$ cat src/lpmf_pkg.sv
`default_nettype none

package lpmf_pkg;

    localparam int KIND_W     = 2;
    localparam int ROW_W      = 6;
    localparam int COL_W      = 10;
    localparam int COORD_W    = 18;
    localparam int RANGE_W    = 17;
    localparam int LAYER_W    = 16;
    localparam int CFG_IDX_W  = 3;
    localparam int CFG_DATA_W = 18;
    localparam int IN_DATA_W  = 128;
    localparam int OUT_DATA_W = 8;

    typedef enum logic [KIND_W-1:0] {
        KIND_FILTER = 2'd0,
        KIND_LEARN  = 2'd1,
        KIND_CLEAR  = 2'd2
    } kind_t;

    typedef enum logic [1:0] {
        REASON_NONE   = 2'd0,
        REASON_LAYER  = 2'd1,
        REASON_CLOSE  = 2'd2,
        REASON_MASKED = 2'd3
    } reason_t;

    typedef enum logic [2:0] {
        ST_IDLE,
        ST_RANGE,
        ST_LREAD,
        ST_LWRITE,
        ST_FINISH
    } state_t;

    localparam logic [CFG_IDX_W-1:0] CFG_BOX_X_FIRST  = 3'd0;
    localparam logic [CFG_IDX_W-1:0] CFG_BOX_X_SECOND = 3'd1;
    localparam logic [CFG_IDX_W-1:0] CFG_BOX_Y_FIRST  = 3'd2;
    localparam logic [CFG_IDX_W-1:0] CFG_BOX_Y_SECOND = 3'd3;
    localparam logic [CFG_IDX_W-1:0] CFG_BOX_Z_FIRST  = 3'd4;
    localparam logic [CFG_IDX_W-1:0] CFG_BOX_Z_SECOND = 3'd5;
    localparam logic [CFG_IDX_W-1:0] CFG_MIN_RANGE    = 3'd6;
    localparam logic [CFG_IDX_W-1:0] CFG_LAYER_BOUNDS = 3'd7;

    localparam logic [LAYER_W-1:0] LAYER_RESET = 16'hFF00;

endpackage

`default_nettype wire

$ cat src/lpmf_range_sq.sv
`default_nettype none

// Squared range test on one shared 18x18 squarer: x^2, y^2, z^2, min^2 in
// turn, then sum < min^2. done pulses on the last step, with too_close valid.
module lpmf_range_sq
    import lpmf_pkg::*;
(
    input  wire logic                      clk,
    input  wire logic                      rst_n,
    input  wire logic                      start,
    input  wire logic signed [COORD_W-1:0] x,
    input  wire logic signed [COORD_W-1:0] y,
    input  wire logic signed [COORD_W-1:0] z,
    input  wire logic        [RANGE_W-1:0] floor_mm,
    output logic                           done,
    output logic                           too_close
);

    localparam int SQ_W  = 2 * COORD_W;
    localparam int PR_W  = SQ_W - 1;
    localparam int ACC_W = SQ_W + 1;
    localparam logic [2:0] LAST_STEP = 3'd4;

    logic                     run_reg, run_next;
    logic [2:0]               cnt_reg, cnt_next;
    logic signed [COORD_W-1:0] opnd;
    logic signed [SQ_W-1:0]   sq;
    logic [PR_W-1:0]          prod_reg;
    logic [ACC_W-1:0]         acc_reg, acc_next;

    always_comb
    begin
        case (cnt_reg)
            3'd0:    opnd = x;
            3'd1:    opnd = y;
            3'd2:    opnd = z;
            3'd3:    opnd = $signed({1'b0, floor_mm});
            default: opnd = x;
        endcase
        sq = opnd * opnd;
    end

    always_comb
    begin
        case (cnt_reg)
            3'd1:          acc_next = {2'b00, prod_reg};
            3'd2, 3'd3:    acc_next = acc_reg + {2'b00, prod_reg};
            default:       acc_next = acc_reg;
        endcase
    end

    assign done      = run_reg && (cnt_reg == LAST_STEP);
    assign too_close = acc_reg < {2'b00, prod_reg};

    always_comb
    begin
        run_next = run_reg;
        cnt_next = cnt_reg;
        if (start)
        begin
            run_next = 1'b1;
            cnt_next = 3'd0;
        end
        else if (run_reg)
        begin
            cnt_next = cnt_reg + 3'd1;
            if (cnt_reg == LAST_STEP)
            begin
                run_next = 1'b0;
            end
        end
    end

    always_ff @(posedge clk or negedge rst_n)
    begin
        if (!rst_n)
        begin
            run_reg <= 1'b0;
            cnt_reg <= 3'd0;
        end
        else
        begin
            run_reg <= run_next;
            cnt_reg <= cnt_next;
        end
    end

    // squares are never negative, so the top product bit is always zero
    always_ff @(posedge clk)
    begin
        if (run_reg)
        begin
            prod_reg <= sq[PR_W-1:0];
            acc_reg  <= acc_next;
        end
    end

endmodule

`default_nettype wire

$ cat config.mk
export PLATFORM = sky130hd
export DESIGN_NAME = lpmf_range_sq
export DESIGN_NICKNAME = d
export VERILOG_FILES = /design/src/lpmf_pkg.sv /design/src/lpmf_range_sq.sv
export SDC_FILE = /design/constraint.sdc
export NUM_CORES = 1
export LEC_CHECK = 0
export BUFFER_PORTS_ARGS = -buffer_cell sky130_fd_sc_hd__buf_2
export CORE_ASPECT_RATIO = 1.75
export CORE_MARGIN = 8
export CORE_UTILIZATION = 45
export DETAILED_ROUTE_END_ITERATION = 10
export GPL_TIMING_DRIVEN = 0
export PLACE_DENSITY = 0.58
export SYNTH_ARGS = -nofsm -noshare
export SYNTH_HDL_FRONTEND = slang
export SYNTH_SLANG_ARGS = --single-unit
$ cat constraint.sdc
create_clock -name clk -period 19.7 [get_ports clk]
set_clock_uncertainty 0.1 [all_clocks]
set_input_delay 3.94 -clock clk [delete_from_list [all_inputs] [get_ports clk]]
set_output_delay 3.94 -clock clk [all_outputs]
set_load 0.01 [all_outputs]
==> out/qor.yml, run 1 <==
status: "finished, final reports clean"
path_buf_inv: 7
cts_buffer_depth: 2
critPathMaxFanout: 10
core_area_um2: 36650
maxSlewHeadroom: 0.1046
hold_path.class: "reg2reg"
nets: 2465
std_cell_rows: 93
ys_warn_count: 0
dieArea_um2: 43560
wirelength_mm: 45.19
setup_violations: 0
netlist.top_cell.by_area: "fa_1"
hold_depth: 2
ios: 76
design_area_um2: 17910
chipWidth_um: 161.2
hold_start: "cnt_reg[1]"
synth_seq_cells: 75
crit_type: "in2reg"
worstPathArrival_ns: 11.73
ys.flop_type: "edfxtp_1"
clkSinkCount: 75
cpLargestDelayFamily: "compound AO/OA/AOI/OAI gates"
fin_setup_tns_ns: 0
maxCapViolations: 0
final.min_clock_period_ns: 11.73
min_to: "cnt_reg[1]"
avgSynthCellArea_um2: 9.017
end_kind: "flop"
ctsHoldBuffers: 0
postCtsSetupRepairBufs: 0
syn2layout_area_growth_pct: 7.804
tightestPinTransition_ns: 1.343
synth_area_um2: 16610
yosysSeqAreaShare: 0.1344
slew_violations: 0
yosys-top-cells-count: "483 x inv_1, 289 x fa_1, 173 x ha_1"
synth.most_common_cell: "inv_1"
grt_pass1_wl_mm: 72.55
finalHoldViolations: 0
synth_cell_type_count: 69
antenna_found_initial: 0
ctsResizeCount: 0
dr.first_iter.drc_count: 446
worstReg2RegEnd: "prod_reg[33]"
place_congestion: 0.9058
dp_hpwl_mm: 38.87
clock_latency_ns: 0.35
grt_max_degree: 36
cp_data_required_time_ns: 19.70
grt_pass1_vias: 14104
startpoint_type: "input port"
post_dp_cell_area_um2: 17610
largest_reg_flops: 37
reg2reg_from: "cnt_reg[0]"
fmax_ghz: 0.08524
layout-drive-gt1-share: 0.06001
insertedDiodeCount: 0
port_buffers: 75
rsz0062_at_grt: "false"
drcViolationCount: 0
r2r_slack_ns: 9.90
synthesis.nets: 2378
initial_core_util: 0.4531
cts-root-buf: "clkbuf_16"
num_vias: 12537
synth_enable_flop_cells: 71
cts_buffers: 9
async_flop_share: 0.05333
clkTransAtPathRegs_ns: 0.07
grt.total_usage: 0.2156
final.period_utilization: 0.5955
r2r_cells: 29
viasPerCell: 5.206
drt.antenna.violating_nets: 0
synthCells: 1842
cpMaxStageDelayCell: "a21oi_1"
grt_overflow: 0
routedWlPerCell_um: 18.77
cts_htree_levels: 3
cts_tree: "done"
die_h_um: 270.2
drt_pass1_iterations: 5
ys_top_cells_by_area: "fa_1 35%, ha_1 13%, edfxtp_1 13%"
synth_top_cell_area_share: 0.3483
critPathMaxStageDelay_ns: 1.05
routing by layer:
| metal | up-vias | GRT usage | wire [µm] |
|---|---|---|---|
| li1 | 5881 | - | - |
| met1 | 6272 | 0.2005 | 15050 |
| met2 | 273 | 0.4321 | 25830 |
| met3 | 111 | 0.01694 | 1164 |
| met4 | 0 | 0.1407 | 3150 |
| met5 | - | 0 | 0 |
cell usage in the layout, fill, tap and decap left out, types with 28 or more instances in the layout:
cell / n
inv_1: 483
fa_1: 289
ha_1: 173
nand2_1: 152
nor2_1: 132
buf_2: 81
a21oi_1: 74
edfxtp_1: 71
xnor2_1: 55
o21ai_0: 47
a21o_1: 42
clkbuf_1: 40
nor3_1: 28
kinds of logic (layout without fill, tap and decap cells):
logic type               count (synthesis)  count (layout)  synth area share
multiplexers                            18              18           0.01092
adder cells (fa/ha/maj)                462             462            0.4786
AND/OR/NAND/NOR                        407             407            0.1090
XOR/XNOR                                71              71           0.03744
buffers and inverters                  544             635            0.1235
AO/OA/AOI/OAI                          265             265            0.1061
flip-flops                              75              75            0.1344
final cells by class:
cell class / instances / area (µm²)
clock inverters: 6 / 66.31
well taps: 475 / 594.3
inverters: 487 / 1828
plain buffers: 57 / 222.7
repair buffers: 76 / 395.4
fillers: 3548 / 18750
flip-flops and latches: 75 / 2233
clock buffers: 9 / 225.2
multi-input cells: 1223 / 12340
worst reg2reg max path: cells and delay by family (launching register included):
kind	cells	cell delay, ns
simple gates	2	0.61
buf+inv	9	1.13
mux	1	0.17
fa+ha+maj	9	3.49
flops	1	0.43
compound gates	7	3.52
xor+xnor	1	0.11
per-stage QoR:
step | worst slack (ns) | util | hold slack [ns] | cells
4_1_cts | 7.988 | 0.4885 | 0.4980 | 2408
2_1_floorplan | 9.134 | - | 0.4382 | 1842
5_1_grt | 7.629 | 0.4885 | 0.5444 | 2408
3_5_place_dp | 7.621 | 0.4806 | 0.4882 | 2393
3_3_place_gp | 7.676 | 0.4796 | 0.4713 | 2392
6_report | 7.969 | 0.4885 | 0.5029 | 2408
how the worst max path moves through the flow:
stage / from / endpoint / slack (ns) / depth (start not counted)
2_1_floorplan: floor_mm[0] / prod_reg[33] / 9.13 / 28
3_3_place_gp: floor_mm[11] / prod_reg[33] / 7.68 / 25
3_5_place_dp: floor_mm[11] / prod_reg[33] / 7.62 / 25
4_1_cts: floor_mm[11] / prod_reg[33] / 7.99 / 25
5_1_grt: z[0] / prod_reg[33] / 7.63 / 28
6_report: floor_mm[11] / prod_reg[33] / 7.97 / 25
Power of run 1 is not shown: default switching activity piles up to over one toggle a cycle in this logic, so the estimate is an artifact.
==> run 2: changes to the inputs <==
- PLACE_DENSITY: 0.58 -> 0.61
- clock period: 19.7 -> 9.6 ns (I/O delays scaled with it)
==> out/qor.yml, run 2 (synthesis gave the netlist of run 1 again) <==
status: "finished, final reports clean"  # unchanged
mostFrequentLayoutCells: "483 x inv_1, 289 x fa_1, 173 x ha_1"  # unchanged
grt_overflow: 0  # unchanged
place_congestion: 0.9158  # was 0.9058
startpoint_type: "input port"  # unchanged
r2r_slack_ns: 0.48  # was 9.90 ns
cts_tree: "done"  # unchanged
routedWlPerCell_um: 18.61  # was 18.77 µm
crit_start: "floor_mm[15]"  # was floor_mm[11]
die_h_um: 270.2  # unchanged
end_kind: "flop"  # unchanged
hold_path.class: "reg2reg"  # unchanged
final.period_utilization: 0.9701
insertedDiodeCount: 0  # unchanged
clkSinkCount: 75  # unchanged
chipWidth_um: 161.2  # unchanged
wirelength_mm: 44.80  # was 45.19 mm
grt_max_degree: 36  # unchanged
cpLargestDelayFamily: "adder cells"  # was compound AO/OA/AOI/OAI gates
path_buf_inv: 10  # was 7
dieArea_um2: 43560  # unchanged
crit_type: "in2reg"  # unchanged
busiest_layer: "met2"  # unchanged
fillers: 3609  # was 3548
layout_commonest_cell: "inv_1"  # unchanged
port_buffers: 75  # unchanged
ios: 76  # unchanged
cts-root-buf: "clkbuf_16"  # unchanged
cts_htree_levels: 3  # unchanged
dr.first_iter.drc_count: 510  # was 446
ctsHoldBuffers: 0  # unchanged
nets: 2463  # was 2465
stdcell_count: 2407  # was 2408
hold_slack_ns: 0.4993  # was 0.5029 ns
critPathMaxFanout: 10  # unchanged
maxCapViolations: 0  # unchanged
core_area_um2: 36650  # unchanged
num_vias: 12722  # was 12537
cp.depth: 29  # was 25
cp_data_required_time_ns: 9.65  # was 19.70 ns
drt_pass1_iterations: 7  # was 5
slew_violations: 0  # unchanged
worstPathArrival_ns: 9.36  # was 11.73 ns
clock_latency_ns: 0.36  # was 0.35 ns
critPathMaxStageDelay_ns: 0.61  # was 1.05 ns
r2r_cells: 32  # was 29
final.min_clock_period_ns: 9.313
rsz0062_at_grt: "false"  # unchanged
maxSlewHeadroom: 0.3407  # was 0.1046
endpoint: "prod_reg[34]"  # was prod_reg[33]
grt_pass1_wl_mm: 72.30  # was 72.55 mm
drt.antenna.violating_nets: 0  # unchanged
worstReg2RegEnd: "prod_reg[34]"  # was prod_reg[33]
setup_violations: 0  # unchanged
cts_buffers: 9  # unchanged
finalHoldViolations: 0  # unchanged
dp_hpwl_mm: 38.24  # was 38.87 mm
worst_path_most_repeated_cell: "inv_1"
reg2reg_from: "cnt_reg[0]"  # unchanged
syn2layout_area_growth_pct: 8.475  # was 7.804%
cpMaxStageDelayCell: "fa_1"  # was a21oi_1
drcViolationCount: 0  # unchanged
grt_pass1_vias: 14146  # was 14104
use_met3: 0.01770  # was 0.01694
cts_buffer_depth: 2  # unchanged
std_cell_rows: 93  # unchanged
place_inst: 2394  # was 2393
antenna_found_initial: 0  # unchanged
fmax_ghz: 0.1074
fin_setup_tns_ns: 0  # unchanged
viasPerCell: 5.285  # was 5.206
met1_usage: 0.2004  # was 0.2005
layout-drive-gt1-share: 0.06781  # was 0.06001
tightestPinTransition_ns: 0.9640  # was 1.343 ns
initial_core_util: 0.4531  # unchanged
grt.total_usage: 0.2138  # was 0.2156
clkTransAtPathRegs_ns: 0.07  # about the same
largest_reg_flops: 37  # unchanged
postCtsSetupRepairBufs: 0  # unchanged
grtUsageMet2: 0.4287  # was 0.4321
[run 2: changes by cell type in the layout (fill, tap and decap cells not counted), sizes merged]
cell and change:
buf -2, clkinv +1, bufinv +2, clkinvlp -2
[run 2: timing repair]
action,in CTS,in global routing
endpoints found under the setup margin,4,7
pin swaps,0,0
gates resized for setup,2,20
[run 2: area by class of cell]
class	count	area (µm²)	area share
multi-input cells	1223	12370	0.6865
flip-flops and latches	75	2233	0.1240
inverters	487	1828	0.1015
well taps	475	594.3	0.03299
repair buffers	77	422.9	0.02347
clock buffers	9	225.2	0.01250
plain buffers	54	221.5	0.01229
clock inverters	7	123.9	0.006875
[run 2: metrics by stage]
stage | worst slack [ns] | utilization | cell area [µm²]
floorplan | 1.054 | - | 16610
global placement | -0.4547 | 0.4796 | 17580
detailed placement | -0.4670 | 0.4812 | 17640
CTS | 0.05694 | 0.4908 | 17990
global route | 0.005847 | 0.4916 | 18020
finish | 0.2866 | 0.4916 | 18020
[run 2: worst min-delay path by stage]
stage / end / slack [ns] / startpoint / cells after the start
2_1_floorplan: cnt_reg[1] / 0.44 / cnt_reg[1] / 2
3_3_place_gp: cnt_reg[1] / 0.47 / cnt_reg[1] / 2
3_5_place_dp: acc_reg[23] / 0.49 / prod_reg[23] / 2
4_1_cts: acc_reg[23] / 0.50 / prod_reg[23] / 2
5_1_grt: acc_reg[19] / 0.54 / prod_reg[19] / 2
6_report: acc_reg[23] / 0.50 / prod_reg[23] / 2
[run 2: metal layers]
layer | vias to the layer above | part of all wire
li1 | 5891 | -
met1 | 6422 | 0.33
met2 | 285 | 0.58
met3 | 124 | 0.025
met4 | 0 | 0.064
met5 | - | 0
[run 2: tightest hold or removal path, stage by stage (launching register included)]
cell and delay, ns:
edfxtp_1 0.37, nand2_1 0.05, o21ai_0 0.07
Power of run 2 is left out for the same reason.
